<file path="src/rtl/core/servo_turnout_position_controller_defines.svh">
// assertion macros for the servo turnout position controller
// used by the datapath module; expects i_clk and i_rst_n in scope
`ifndef SERVO_TURNOUT_POSITION_CONTROLLER_DEFINES_SVH
`define SERVO_TURNOUT_POSITION_CONTROLLER_DEFINES_SVH

`ifndef SYNTHESIS
`define STPC_ASSERT(lbl, prop, msg) \
    lbl: assert property (@(posedge i_clk) disable iff (!i_rst_n) prop) else $error(msg);
`define STPC_NEVER(lbl, expr, msg) \
    lbl: assert property (@(posedge i_clk) disable iff (!i_rst_n) !(expr)) else $error(msg);
`else
`define STPC_ASSERT(lbl, prop, msg)
`define STPC_NEVER(lbl, expr, msg)
`endif

`endif

</file>
<file path="src/rtl/core/stpc_pkg.sv">
// shared types and constants of the servo turnout position controller
// no dependencies
package stpc_pkg;

    // action codes carried in s_axis_tuser
    localparam logic [1:0] ACT_SET    = 2'd0;
    localparam logic [1:0] ACT_ADJUST = 2'd1;
    localparam logic [1:0] ACT_TICK   = 2'd2;

    // command codes carried in m_axis_tuser
    localparam logic CMD_DRIVE  = 1'b0;
    localparam logic CMD_CUTOFF = 1'b1;

    // configuration register indexes
    localparam logic [1:0] CFG_OFF_DELAY  = 2'd0;
    localparam logic [1:0] CFG_PULSE_ZERO = 2'd1;
    localparam logic [1:0] CFG_PULSE_FULL = 2'd2;

    localparam logic [15:0] OFF_DELAY_RST  = 16'd350;
    localparam logic [11:0] PULSE_ZERO_RST = 12'd204;
    localparam logic [11:0] PULSE_FULL_RST = 12'd408;
    localparam logic [7:0]  LOW_END_RST    = 8'd85;
    localparam logic [7:0]  HIGH_END_RST   = 8'd95;

    // divide by 180 as multiply by ceil(2^28 / 180) and shift
    localparam int          DEG_SPAN    = 180;
    localparam logic [20:0] RECIP_MULT  = 21'd1491309;
    localparam int          RECIP_SHIFT = 28;

    typedef struct packed {
        logic       pos;
        logic [7:0] high_end;
        logic [7:0] low_end;
    } t_entry;

    typedef struct packed {
        logic accept;
        logic mem_read;
        logic calc;
        logic mul;
        logic div;
        logic fix;
        logic pulse;
        logic load_out;
    } t_ctrl_cmd;

    typedef struct packed {
        logic [1:0] act;
        logic       set_ok;
        logic       tick_fire;
        logic       out_free;
    } t_ctrl_status;

endpackage

</file>
<file path="src/rtl/core/stpc_ctrl.sv">
// sequencing state machine of the servo turnout position controller
// depends on stpc_pkg
module stpc_ctrl (
    input  logic                  i_clk,
    input  logic                  i_rst_n,
    input  logic                  i_s_valid,
    output logic                  o_s_ready,
    input  stpc_pkg::t_ctrl_status i_status,
    output stpc_pkg::t_ctrl_cmd    o_cmd
);
    import stpc_pkg::*;

    localparam logic [2:0] S_IDLE  = 3'd0;
    localparam logic [2:0] S_READ  = 3'd1;
    localparam logic [2:0] S_CALC  = 3'd2;
    localparam logic [2:0] S_MUL   = 3'd3;
    localparam logic [2:0] S_DIV   = 3'd4;
    localparam logic [2:0] S_FIX   = 3'd5;
    localparam logic [2:0] S_PULSE = 3'd6;
    localparam logic [2:0] S_EMIT  = 3'd7;

    logic [2:0] r_state;
    logic [2:0] n_state;
    logic       accept;

    assign o_s_ready = (r_state == S_IDLE);
    assign accept    = o_s_ready && i_s_valid;

    always_comb begin
        n_state = r_state;
        unique case (r_state)
            S_IDLE: begin
                if (accept) begin
                    if ((i_status.act == ACT_SET && i_status.set_ok) ||
                        i_status.act == ACT_ADJUST) begin
                        n_state = S_READ;
                    end else if (i_status.act == ACT_TICK && i_status.tick_fire) begin
                        n_state = S_EMIT;
                    end
                end
            end
            S_READ:  n_state = S_CALC;
            S_CALC:  n_state = S_MUL;
            S_MUL:   n_state = S_DIV;
            S_DIV:   n_state = S_FIX;
            S_FIX:   n_state = S_PULSE;
            S_PULSE: n_state = S_EMIT;
            S_EMIT: begin
                if (i_status.out_free) n_state = S_IDLE;
            end
            default: n_state = S_IDLE;
        endcase
    end

    always_ff @(posedge i_clk) begin
        if (!i_rst_n) begin
            r_state <= S_IDLE;
        end else begin
            r_state <= n_state;
        end
    end

    always_comb begin
        o_cmd          = '0;
        o_cmd.accept   = accept;
        o_cmd.mem_read = (r_state == S_READ);
        o_cmd.calc     = (r_state == S_CALC);
        o_cmd.mul      = (r_state == S_MUL);
        o_cmd.div      = (r_state == S_DIV);
        o_cmd.fix      = (r_state == S_FIX);
        o_cmd.pulse    = (r_state == S_PULSE);
        o_cmd.load_out = (r_state == S_EMIT) && i_status.out_free;
    end

endmodule

</file>
<file path="src/rtl/core/stpc_datapath.sv">
// endpoint table, tick counter, pulse mapping and output register
// depends on stpc_pkg and servo_turnout_position_controller_defines.svh
module stpc_datapath #(
    parameter int TURNOUT_COUNT = 16
) (
    input  logic                   i_clk,
    input  logic                   i_rst_n,
    input  stpc_pkg::t_ctrl_cmd    i_cmd,
    output stpc_pkg::t_ctrl_status o_status,
    input  logic [15:0]            i_s_data,
    input  logic [1:0]             i_s_user,
    input  logic                   i_cfg_we,
    input  logic [1:0]             i_cfg_index,
    input  logic [15:0]            i_cfg_data,
    output logic                   o_m_valid,
    input  logic                   i_m_ready,
    output logic [31:0]            o_m_data,
    output logic                   o_m_user
);
    import stpc_pkg::*;
    `include "servo_turnout_position_controller_defines.svh"

    localparam int         IDX_W   = (TURNOUT_COUNT > 1) ? $clog2(TURNOUT_COUNT) : 1;
    localparam logic [6:0] COUNT_L = 7'(TURNOUT_COUNT);

    // configuration
    logic [15:0] r_off_delay;
    logic [11:0] r_pulse_zero;
    logic [11:0] r_pulse_full;

    // control state
    logic [15:0]              r_elapsed;
    logic [3:0]               r_last_ch;
    logic [TURNOUT_COUNT-1:0] r_valid;
    logic                     r_out_valid;

    // endpoint table
    t_entry mem [TURNOUT_COUNT];

    // item and working registers
    logic [IDX_W-1:0] r_idx;
    logic             r_is_adj;
    logic             r_pos;
    logic [4:0]       r_step;
    t_entry           r_rd_entry;
    logic             r_rd_hit;
    logic [7:0]       r_deg;
    logic signed [21:0] r_prod;
    logic [20:0]      r_mag;
    logic             r_neg;
    logic [12:0]      r_q;

    // staged result
    logic       r_res_cmd;
    logic [3:0] r_res_ch;
    logic [11:0] r_res_pulse;
    logic       r_res_sv;
    logic [5:0] r_res_sa;
    logic [7:0] r_res_val;

    // output register
    logic       r_out_cmd;
    logic [3:0] r_out_ch;
    logic [11:0] r_out_pulse;
    logic       r_out_save_valid;
    logic [5:0] r_out_sa;
    logic [7:0] r_out_val;

    logic [3:0]  in_turnout;
    logic        in_pos;
    logic [4:0]  in_step;
    logic [3:0]  cur_ch;
    logic        set_ok;
    logic [15:0] tick_inc;
    logic        tick_fire;

    t_entry      ent;
    t_entry      wr_entry;
    logic        sel_pos;
    logic [7:0]  cur_deg;
    logic [7:0]  adj_deg;
    logic [7:0]  new_deg;

    logic signed [12:0] span;
    logic signed [21:0] prod;
    logic [21:0]        mag_full;
    logic [41:0]        recip_prod;
    logic [20:0]        q180;
    logic [20:0]        rem;
    logic signed [14:0] pulse_sum;
    logic [11:0]        pulse_sat;

    assign in_turnout = i_s_data[3:0];
    assign in_pos     = i_s_data[4];
    assign in_step    = i_s_data[9:5];

    assign cur_ch    = ({3'b0, r_last_ch} < COUNT_L) ? r_last_ch : 4'd0;
    assign set_ok    = ({3'b0, in_turnout} < COUNT_L);
    assign tick_inc  = (r_elapsed == 16'hFFFF) ? r_elapsed : r_elapsed + 16'd1;
    assign tick_fire = (tick_inc >= r_off_delay);

    always_comb begin
        o_status           = '0;
        o_status.act       = i_s_user;
        o_status.set_ok    = set_ok;
        o_status.tick_fire = tick_fire;
        o_status.out_free  = !r_out_valid || i_m_ready;
    end

    // entry lookup and endpoint adjust; unwritten entries read as reset ends
    always_comb begin
        if (r_rd_hit) begin
            ent = r_rd_entry;
        end else begin
            ent.pos      = 1'b0;
            ent.high_end = HIGH_END_RST;
            ent.low_end  = LOW_END_RST;
        end
        sel_pos  = r_is_adj ? ent.pos : r_pos;
        cur_deg  = sel_pos ? ent.high_end : ent.low_end;
        adj_deg  = cur_deg + {{3{r_step[4]}}, r_step};
        new_deg  = r_is_adj ? adj_deg : cur_deg;
        wr_entry.pos      = sel_pos;
        wr_entry.high_end = (r_is_adj && sel_pos)  ? adj_deg : ent.high_end;
        wr_entry.low_end  = (r_is_adj && !sel_pos) ? adj_deg : ent.low_end;
    end

    // pulse = pulse_zero + deg * (pulse_full - pulse_zero) / 180, truncated
    assign span       = $signed({1'b0, r_pulse_full}) - $signed({1'b0, r_pulse_zero});
    assign prod       = $signed({1'b0, r_deg}) * span;
    assign mag_full   = r_prod[21] ? (22'd0 - r_prod) : r_prod;
    assign recip_prod = mag_full[20:0] * RECIP_MULT;
    assign q180       = 21'({r_q, 7'd0}) + 21'({r_q, 5'd0}) + 21'({r_q, 4'd0})
                      + 21'({r_q, 2'd0});
    assign rem        = r_mag - q180;
    assign pulse_sum  = r_neg ? ($signed({3'b0, r_pulse_zero}) - $signed({2'b0, r_q}))
                              : ($signed({3'b0, r_pulse_zero}) + $signed({2'b0, r_q}));

    always_comb begin
        if (pulse_sum < 0) begin
            pulse_sat = 12'd0;
        end else if (pulse_sum > 15'sd4095) begin
            pulse_sat = 12'hFFF;
        end else begin
            pulse_sat = pulse_sum[11:0];
        end
    end

    always_ff @(posedge i_clk) begin
        if (!i_rst_n) begin
            r_off_delay  <= OFF_DELAY_RST;
            r_pulse_zero <= PULSE_ZERO_RST;
            r_pulse_full <= PULSE_FULL_RST;
            r_elapsed    <= '0;
            r_last_ch    <= '0;
            r_valid      <= '0;
            r_out_valid  <= 1'b0;
        end else begin
            if (i_cfg_we) begin
                case (i_cfg_index)
                    CFG_OFF_DELAY:  r_off_delay  <= i_cfg_data;
                    CFG_PULSE_ZERO: r_pulse_zero <= i_cfg_data[11:0];
                    CFG_PULSE_FULL: r_pulse_full <= i_cfg_data[11:0];
                    default: ;
                endcase
            end
            if (i_cmd.accept) begin
                case (i_s_user)
                    ACT_SET: begin
                        if (set_ok) begin
                            r_last_ch <= in_turnout;
                            r_elapsed <= '0;
                        end
                    end
                    ACT_ADJUST: begin
                        r_last_ch <= cur_ch;
                        r_elapsed <= '0;
                    end
                    ACT_TICK: begin
                        r_elapsed <= tick_fire ? 16'd0 : tick_inc;
                    end
                    default: ;
                endcase
            end
            if (i_cmd.calc) r_valid[r_idx] <= 1'b1;
            if (i_cmd.load_out) begin
                r_out_valid <= 1'b1;
            end else if (i_m_ready) begin
                r_out_valid <= 1'b0;
            end
        end
    end

    always_ff @(posedge i_clk) begin
        if (i_cmd.calc) mem[r_idx] <= wr_entry;
        if (i_cmd.mem_read) begin
            r_rd_entry <= mem[r_idx];
            r_rd_hit   <= r_valid[r_idx];
        end
    end

    always_ff @(posedge i_clk) begin
        if (i_cmd.accept) begin
            r_step <= in_step;
            r_pos  <= in_pos;
            case (i_s_user)
                ACT_SET: begin
                    r_idx     <= IDX_W'(in_turnout);
                    r_is_adj  <= 1'b0;
                    r_res_cmd <= CMD_DRIVE;
                    r_res_ch  <= in_turnout;
                end
                ACT_ADJUST: begin
                    r_idx     <= IDX_W'(cur_ch);
                    r_is_adj  <= 1'b1;
                    r_res_cmd <= CMD_DRIVE;
                    r_res_ch  <= cur_ch;
                end
                default: begin
                    // cut-off result, only emitted when the tick fires
                    r_res_cmd   <= CMD_CUTOFF;
                    r_res_ch    <= cur_ch;
                    r_res_pulse <= '0;
                    r_res_sv    <= 1'b0;
                    r_res_sa    <= '0;
                    r_res_val   <= '0;
                end
            endcase
        end
        if (i_cmd.calc) begin
            r_deg     <= new_deg;
            r_res_sv  <= r_is_adj;
            r_res_sa  <= r_is_adj ? (6'({1'b0, r_res_ch, sel_pos}) + 6'd1) : 6'd0;
            r_res_val <= r_is_adj ? new_deg : 8'd0;
        end
        if (i_cmd.mul) r_prod <= prod;
        if (i_cmd.div) begin
            r_neg <= r_prod[21];
            r_mag <= mag_full[20:0];
            r_q   <= recip_prod[RECIP_SHIFT+12:RECIP_SHIFT];
        end
        if (i_cmd.fix && rem >= 21'(DEG_SPAN)) r_q <= r_q + 13'd1;
        if (i_cmd.pulse) r_res_pulse <= pulse_sat;
        if (i_cmd.load_out) begin
            r_out_cmd        <= r_res_cmd;
            r_out_ch         <= r_res_ch;
            r_out_pulse      <= r_res_pulse;
            r_out_save_valid <= r_res_sv;
            r_out_sa         <= r_res_sa;
            r_out_val        <= r_res_val;
        end
    end

    assign o_m_valid = r_out_valid;
    assign o_m_user  = r_out_cmd;
    assign o_m_data  = {1'b0, r_out_val, r_out_sa, r_out_save_valid, r_out_pulse, r_out_ch};

    `STPC_ASSERT(a_load_when_free, i_cmd.load_out |-> (!r_out_valid || i_m_ready), "output overwritten while stalled")
    `STPC_ASSERT(a_cutoff_zero, (r_out_valid && r_out_cmd == CMD_CUTOFF) |-> (r_out_pulse == 12'd0 && r_out_sa == 6'd0), "cut-off carries pulse or save")
    `STPC_NEVER(a_save_on_cutoff, r_out_valid && r_out_save_valid && r_out_cmd == CMD_CUTOFF, "save request on a cut-off")
    `STPC_ASSERT(a_set_restarts, (i_cmd.accept && i_s_user == ACT_SET && set_ok) |=> (r_elapsed == 16'd0 && r_last_ch == $past(i_s_data[3:0])), "set did not restart the off timer")

endmodule

</file>
<file path="src/rtl/core/servo_turnout_position_controller.sv">
// Servo turnout position controller, top level.
// Input stream: s_axis_tuser selects the action (set turnout, adjust endpoint,
// one millisecond tick); s_axis_tdata carries turnout, position and step.
// Output stream: m_axis_tuser is the command (drive or cut off); m_axis_tdata
// carries channel, pulse and the save request for an adjusted endpoint.
// Configuration: i_cfg_we writes off_delay (0), pulse_zero (1), pulse_full (2).
// Timing: a set or adjust item runs through lookup, write-back, multiply,
// reciprocal divide, correction and clamp in one shared datapath, and the next
// item is taken only after its result has been loaded into the output register.
// A tick that fires a cut-off goes straight to the output load; any other tick or an ignored item gives no output.
// The output register lets the next item enter while a result waits; a stalled
// receiver holds the block only when a new result is ready to be loaded.
// Reset: synchronous, active low; endpoints read as 85/95 until first written
// (per-entry valid bits, no clearing pass), registers return to their defaults,
// the off timer restarts so channel 0 is cut off after off_delay ticks.
module servo_turnout_position_controller #(
    parameter int TURNOUT_COUNT = 16
) (
    input  logic        i_clk,
    input  logic        i_rst_n,
    input  logic        s_axis_tvalid,
    output logic        s_axis_tready,
    input  logic [15:0] s_axis_tdata,   // turnout[3:0], position[4], step[9:5]
    input  logic [1:0]  s_axis_tuser,   // action[1:0]
    output logic        m_axis_tvalid,
    input  logic        m_axis_tready,
    output logic [31:0] m_axis_tdata,   // channel[3:0], pulse[15:4], save_valid[16],
                                        // save_address[22:17], save_value[30:23]
    output logic        m_axis_tuser,   // command[0]
    input  logic        i_cfg_we,
    input  logic [1:0]  i_cfg_index,
    input  logic [15:0] i_cfg_data
);
    import stpc_pkg::*;

    t_ctrl_cmd    cmd;
    t_ctrl_status status;

    stpc_ctrl u_ctrl (
        .i_clk     (i_clk),
        .i_rst_n   (i_rst_n),
        .i_s_valid (s_axis_tvalid),
        .o_s_ready (s_axis_tready),
        .i_status  (status),
        .o_cmd     (cmd)
    );

    stpc_datapath #(
        .TURNOUT_COUNT (TURNOUT_COUNT)
    ) u_datapath (
        .i_clk       (i_clk),
        .i_rst_n     (i_rst_n),
        .i_cmd       (cmd),
        .o_status    (status),
        .i_s_data    (s_axis_tdata),
        .i_s_user    (s_axis_tuser),
        .i_cfg_we    (i_cfg_we),
        .i_cfg_index (i_cfg_index),
        .i_cfg_data  (i_cfg_data),
        .o_m_valid   (m_axis_tvalid),
        .i_m_ready   (m_axis_tready),
        .o_m_data    (m_axis_tdata),
        .o_m_user    (m_axis_tuser)
    );

endmodule
</file>
<file path="config.mk">
export PLATFORM = sky130hd
export DESIGN_NAME = servo_turnout_position_controller
export DESIGN_NICKNAME = d
export VERILOG_FILES = /design/src/rtl/core/stpc_pkg.sv /design/src/rtl/core/stpc_ctrl.sv /design/src/rtl/core/stpc_datapath.sv /design/src/rtl/core/servo_turnout_position_controller.sv
export VERILOG_INCLUDE_DIRS = /design/src /design/src/rtl/core
export SDC_FILE = /design/constraint.sdc
export NUM_CORES = 2
export LEC_CHECK = 0
export CAP_MARGIN = 30
export CORE_UTILIZATION = 30
export CTS_CLUSTER_DIAMETER = 120
export DETAILED_ROUTE_END_ITERATION = 8
export DONT_BUFFER_PORTS = 1
export PLACE_DENSITY = 0.42
export SLEW_MARGIN = 40
export SYNTH_ARGS = -nofsm -noshare
export SYNTH_HDL_FRONTEND = slang
export SYNTH_SLANG_ARGS = --single-unit
</file>
<file path="constraint.sdc">
create_clock -name i_clk -period 9.15 [get_ports i_clk]
set_clock_uncertainty 0.2 [all_clocks]
set_input_delay 0.915 -clock i_clk [delete_from_list [all_inputs] [get_ports i_clk]]
set_output_delay 0.915 -clock i_clk [all_outputs]
set_load 0.02 [all_outputs]
</file>
======== Word-level counts from Yosys, hierarchy flattened ========
Memories as Yosys holds them, arrays and structs flattened. A register that Yosys moved wholly into a read port is not among the register bits.
Index checks and enable logic that the tools add are counted.
storage, ports and cells
  memories ................................ 1
  output and inout bits ................... 35
  bits in registers ....................... 221
  RAM bits ................................ 272
  input bits .............................. 41
memories
  memory          depth  bits a word  read ports  clocked after Yosys merged registers in  wr ports  line                 text
  u_datapath.mem  16     17           1           1                                        1         stpc_datapath.sv:38  t_entry mem [TURNOUT_COUNT];
operators by class
  multiply operators ...................... 2
  order comparisons ....................... 6
  $add $sub $neg .......................... 12
  eq/ne operators ......................... 17
  bitwise gates (word level) .............. 1
  muxes and demuxes ....................... 46
  reductions and logical operators ........ 29
operators by type and width
  kind                                                   number
  two-way mux 8 bit                                      8
  two-way mux 12 bit                                     5
  multiplier 21 x 21 -> 41 bit (second input constant)   1
  two-way mux 16 bit                                     2
  one-hot mux 16 bit (2 select lines)                    1
  two-way mux 13 bit                                     2
  two-way mux 6 bit                                      4
  one-hot mux 3 bit (8 select lines)                     1
  multiplier 9 x 13 -> 22 bit                            1
  adder 20 x 18 -> 21 bit                                1
  adder 21 x 15 -> 21 bit                                1
  adder 21 x 17 -> 21 bit                                1
  >= comparator 21 x 8 -> 1 bit (second input constant)  1
  two-way mux 21 bit                                     1
  subtractor 1 x 21 -> 21 bit (first input constant)     1
  subtractor 21 bit                                      1
  two-way mux 17 bit                                     1
  adder 16 x 1 -> 16 bit (second input constant)         1
  == test 16 bit (second input constant)                 1
  >= comparator 16 bit                                   1
  bitwise OR 16 bit                                      1
  > comparator 15 x 13 -> 1 bit (second input constant)  1
  < comparator 15 x 1 -> 1 bit (second input constant)   1
  two-way mux 15 bit                                     1
  other kinds (32)                                       73

======== Depth between registers and ports, before layout ========
  depth after elaboration ................. 8
  gate-level depth with buffers ........... 33
  mapped depth without buffers ............ 33

======== Cells and area by module ========
A second synthesis with hierarchy kept.
second synthesis, totals
  cell total of the unflattened synthesis .. 2,930
  area, all modules ....................... 35,308.9 µm²
by module, submodules not included
  module         seq. area each (µm²)  cells an instance  instances  area an instance (µm²)
  stpc_datapath  14,453.9              2,891              1          34,992.3
  stpc_ctrl      60.1                  39                 1          316.6

======== Worst setup path after synthesis ========
No wires, ideal clock.
  kind .................................... flip-flop to flip-flop
  start point ............................. register u_datapath.r_prod[0]
  end point ............................... register u_datapath.r_q[12], data pin
  path slack .............................. 0.612 ns
  path buffers ............................ 0
  period minus slack after synthesis ...... 8.538 ns
  setup time .............................. 0.259 ns
  arrival ................................. 8.079 ns
  cell stages (with the launch flop) ...... 30
  path through ............................ edfxtp_1 -> inv_1 -> nand4b_1 -> or3_1 -> or2_2 -> or3_1 -> or2_2 -> o41ai_1 -> xnor2_1 -> ha_1 -> fa_1 -> inv_1 -> fa_1 -> inv_1 -> fa_1 -> fa_1 -> fa_1 -> inv_1 -> fa_1 -> inv_1 -> ha_1 -> and4_1 -> nand4_1 -> o31ai_1 -> a21oi_1 -> a311oi_1 -> o2111ai_1 -> a41oi_1 -> nor3_1 -> o31a_1
on the way
  word-level cells in the longest chain between the ends .. 5
ends and longest elaborated chain
  element                            line                  text
  from (decl)                        stpc_datapath.sv:48   logic signed [21:0] r_prod;
  from (signal assigned)             stpc_datapath.sv:236  if (i_cmd.mul) r_prod <= prod;
  subtractor 1 x 21 -> 21 bit        stpc_datapath.sv:131  assign mag_full = r_prod[21] ? (22'd0 - r_prod) : r_prod;
  two-way mux 21 bit                 stpc_datapath.sv:131
  named net u_datapath.mag_full[17]  stpc_datapath.sv:86   logic [21:0] mag_full;
  multiplier 21 x 21 -> 41 bit       stpc_datapath.sv:132  assign recip_prod = mag_full[20:0] * RECIP_MULT;
  two-way mux 13 bit                 stpc_datapath.sv:237  if (i_cmd.div) begin
  two-way mux 13 bit                 stpc_datapath.sv:242  if (i_cmd.fix && rem >= 21'(DEG_SPAN)) r_q <= r_q + 13'd1;
  to (signal assigned)               stpc_datapath.sv:240  r_q <= recip_prod[RECIP_SHIFT+12:RECIP_SHIFT];
  to (signal assigned)               stpc_datapath.sv:242
  to (decl)                          stpc_datapath.sv:51   logic [12:0] r_q;
The timed path passes the listed nets, and every way through them passes these cells. The select of a mux whose other input is x is not followed.
A chain may end at the register's enable or synchronous reset.

======== Worst setup path after layout ========
  start point ............................. register u_datapath.r_prod[3]
  end point ............................... register u_datapath.r_q[12], data pin
Same word-level chain as after synthesis.

==> results.json <==
{
  "final-seq-area_um2": 14500,
  "cts.clk_slew.worst_paths_ps": 60,
  "antenna_left": 0,
  "grt-ovfl-total": 0,
  "path_class": "register to register",
  "cts_tree": "yes",
  "holdBufCountCts": 0,
  "maxCapViolCount": 0,
  "grt_pass1_vias": 22779,
  "multi_input_area_um2": 18600,
  "syn_area_um2": 34900,
  "drive_gt1_share_pct": 11.9,
  "slew-limit-headroom_pct": 40.8,
  "fin_setup_tns_ps": 0,
  "grt_first_pass_wirelength_um": 139000,
  "synth_top_family_by_area": "adder cells",
  "dieArea_um2": 118000,
  "area_growth_pct": 12.9,
  "regToRegEndpoint": "u_datapath.r_q[12]",
  "cts_root_buf": "clkbuf_16",
  "rows": 124,
  "outcome": "finished clean",
  "fmax_mhz": 113,
  "n_fill_cell": 11441,
  "mappedNetlistNets": 3517,
  "max_stage_delay_ps": 540,
  "worst_skew_pair.late_latency_ps": 640,
  "yosys.cell_types.count": 82,
  "cts_buffer_depth": 3,
  "initial_utilization_pct": 30.4,
  "tightest_slew_ps": 879,
  "synth_top_cell_by_area": "edfxtp_1",
  "place_inst": 4400,
  "synth_fa_ha_area_share_pct": 26.8,
  "dr.pass1.iters": 5,
  "crit_path_end_kind": "register",
  "crit_fanout": 3,
  "reg2reg_depth": 33,
  "fin_cells": 4511,
  "cp_data_required_time_ps": 9310,
  "crit_top_cell": "fa_1",
  "synth_area_leaders": "edfxtp_1 (37%), fa_1 (15%), ha_1 (12%)",
  "synth_edf_count": 430,
  "grt_max_degree": 81,
  "die_w_um": 343,
  "h-tree-depth": 2,
  "drtIter0Drc": 1147,
  "synth_compound_area_share_pct": 7.41,
  "postPlaceCellArea_um2": 37300,
  "nets": 3582,
  "syn_avg_cell_area_um2": 12.1,
  "final-max-slew-violation-count": 0,
  "place_hpwl_um": 68000,
  "drc": 0,
  "period_share_pct": 96.8,
  "avgRoutedWirePerCell_um": 19.9,
  "hold_viol_final": 0,
  "whs_path_depth": 0,
  "yosys_warnings": 0,
  "antenna_found_initial": 3,
  "io_pins": 76,
  "worstReg2RegStart": "u_datapath.r_prod[3]",
  "fp.dieH_um": 343,
  "numCtsBuffers": 56,
  "min_to": "u_datapath.r_step[3]",
  "gp_congestion": 0.858,
  "ys_seq_elements": 510,
  "clkSinkCount": 510,
  "async_flop_share_pct": 0,
  "setup_viol": 0,
  "slowest_stage": "fa_1",
  "hp-start": "s_axis_tdata[8]",
  "hold_path_class": "input pin to register",
  "yosysSeqAreaShare_pct": 41.6,
  "r2r_slack_ps": 290,
  "synthXorXnorAreaFrac_pct": 3.01,
  "min_period_ps": 8860,
  "fin_area_um2": 39400,
  "grt_use_total_pct": 15.5,
  "netlist_instances": 2885,
  "crit_arrival_ps": 9010,
  "wl_um": 89800,
  "synthSimpleGateAreaFrac_pct": 8.40,
  "num_vias": 21358,
  "ys.flop_type": "edfxtp_1",
  "critPathLaunchType": "register",
  "yosys.area.top_type_share_pct": 37.0,
  "port_buffers": 0,
  "fp.coreArea_um2": 115000,
  "via_per_inst": 4.73,
  "muxShareOfSynthArea_pct": 6.78
}
## how the worst max path moves through the flow
stage	start	to	slack, ps
finish	u_datapath.r_prod[3]	u_datapath.r_q[12]	290
floorplan	u_datapath.r_prod[0]	u_datapath.r_q[12]	610
global route	u_datapath.r_prod[3]	u_datapath.r_q[12]	-50
detailed placement	u_datapath.r_prod[2]	u_datapath.r_q[12]	30
CTS	u_datapath.r_prod[2]	u_datapath.r_q[12]	80
global placement	u_datapath.r_prod[2]	u_datapath.r_q[12]	50
## state kept, by name, indices dropped and copies added (netlist names), 3 cells and up
name and flops:
u_ctrl.r_state 3, u_datapath.r_res_ch 4, u_datapath.r_off_delay 16, u_datapath.r_elapsed 16, u_datapath.mem 272, u_datapath.r_step 5
u_datapath.r_pulse_full 12, u_datapath.r_idx 4, u_datapath.r_pulse_zero 12, u_datapath.r_valid 16, u_datapath.r_res_pulse 12, u_datapath.r_out_ch 4
u_datapath.r_deg 8, u_datapath.r_q 13, u_datapath.r_out_sa 6, u_datapath.cur_ch 4, u_datapath.r_res_sa 6, u_datapath.r_prod 22
u_datapath.r_out_pulse 12, u_datapath.r_mag 21, u_datapath.r_rd_entry 17, u_datapath.r_res_val 8, u_datapath.r_out_val 8
## per-stage QoR
step	setup WS, ps	hold WS (ps)	util, %
6_report	293	163	34.3
5_1_grt	-48.5	122	34.3
3_5_place_dp	33.1	205	32.5
3_3_place_gp	45.1	201	32.4
4_1_cts	79.1	118	34.2
2_1_floorplan	612	200	-
## Yosys cell counts (12+ instances only)
library cell / number
xnor2_1: 87
mux2_2: 16
dfxtp_1: 80
o21bai_1: 12
o21ai_0: 48
and3_1: 12
clkbuf_1: 60
mux2i_1: 16
o21a_1: 38
nand2b_1: 23
mux4_2: 90
o31ai_1: 12
ha_1: 331
nand3_1: 45
nor2b_1: 35
xor2_1: 31
a21o_1: 33
fa_1: 260
a22oi_1: 12
nor3_1: 30
inv_1: 476
edfxtp_1: 430
and2_1: 53
o211ai_1: 19
a21oi_1: 88
buf_1: 14
nor2_1: 113
a21boi_0: 38
nand2_1: 217
a211oi_1: 12
## final cells by class
class / instances / area share, %
multi-input cells: 1814 / 47.1
flip-flops and latches: 510 / 36.8
well taps: 1512 / 4.80
inverters: 477 / 4.55
clock buffers: 69 / 3.84
repair buffers: 91 / 1.78
clock inverters: 37 / 1.15
diodes: 1 / 0.00635
## critical path, delay by kind of cell, from the launching register on
kind            cells  cell delay (ps)
simple gates        8             1900
compound gates      9             1650
buf+inv             7              670
fa+ha+maj           8             3570
flops               1              400
xor+xnor            1              210
## cell usage in the layout, fill, tap and decap left out, drive strengths merged, types with 30 or more instances in the layout
cell and instances:
inv 478, clkbuf 69, and2 54, ha 331, dfxtp 80, buf 91
nand3 45, o21ai 59, o21a 38, edfxtp 430, xnor2 88, nor2 113
mux4 90, a21o 33, nor3 30, a21boi 41, a21oi 88, nor2b 35
fa 260, xor2 31, nand2 217
## cell families after synthesis
family	count (synthesis)
buf+inv	561
fa+ha+maj	591
mux	122
other cells	1
compound gates	381
xor+xnor	119
simple gates	600
flops	510
## what timing repair did
action	CTS	global route
gates resized for setup	1	19
setup buffers	0	3
pin swaps	0	14
setup endpoints to repair	1	6
## layer usage
layer  vias up  track usage, %  wire (µm)
met3       114            2.40       3200
met5         -               0         22
met4         4            3.68       1980
li1      10096               -          -
met2       314            27.4      45600
met1     10830            19.7      39000
Power is not shown: default switching activity piles up to over one toggle a cycle in this logic, so the estimate is an artifact.
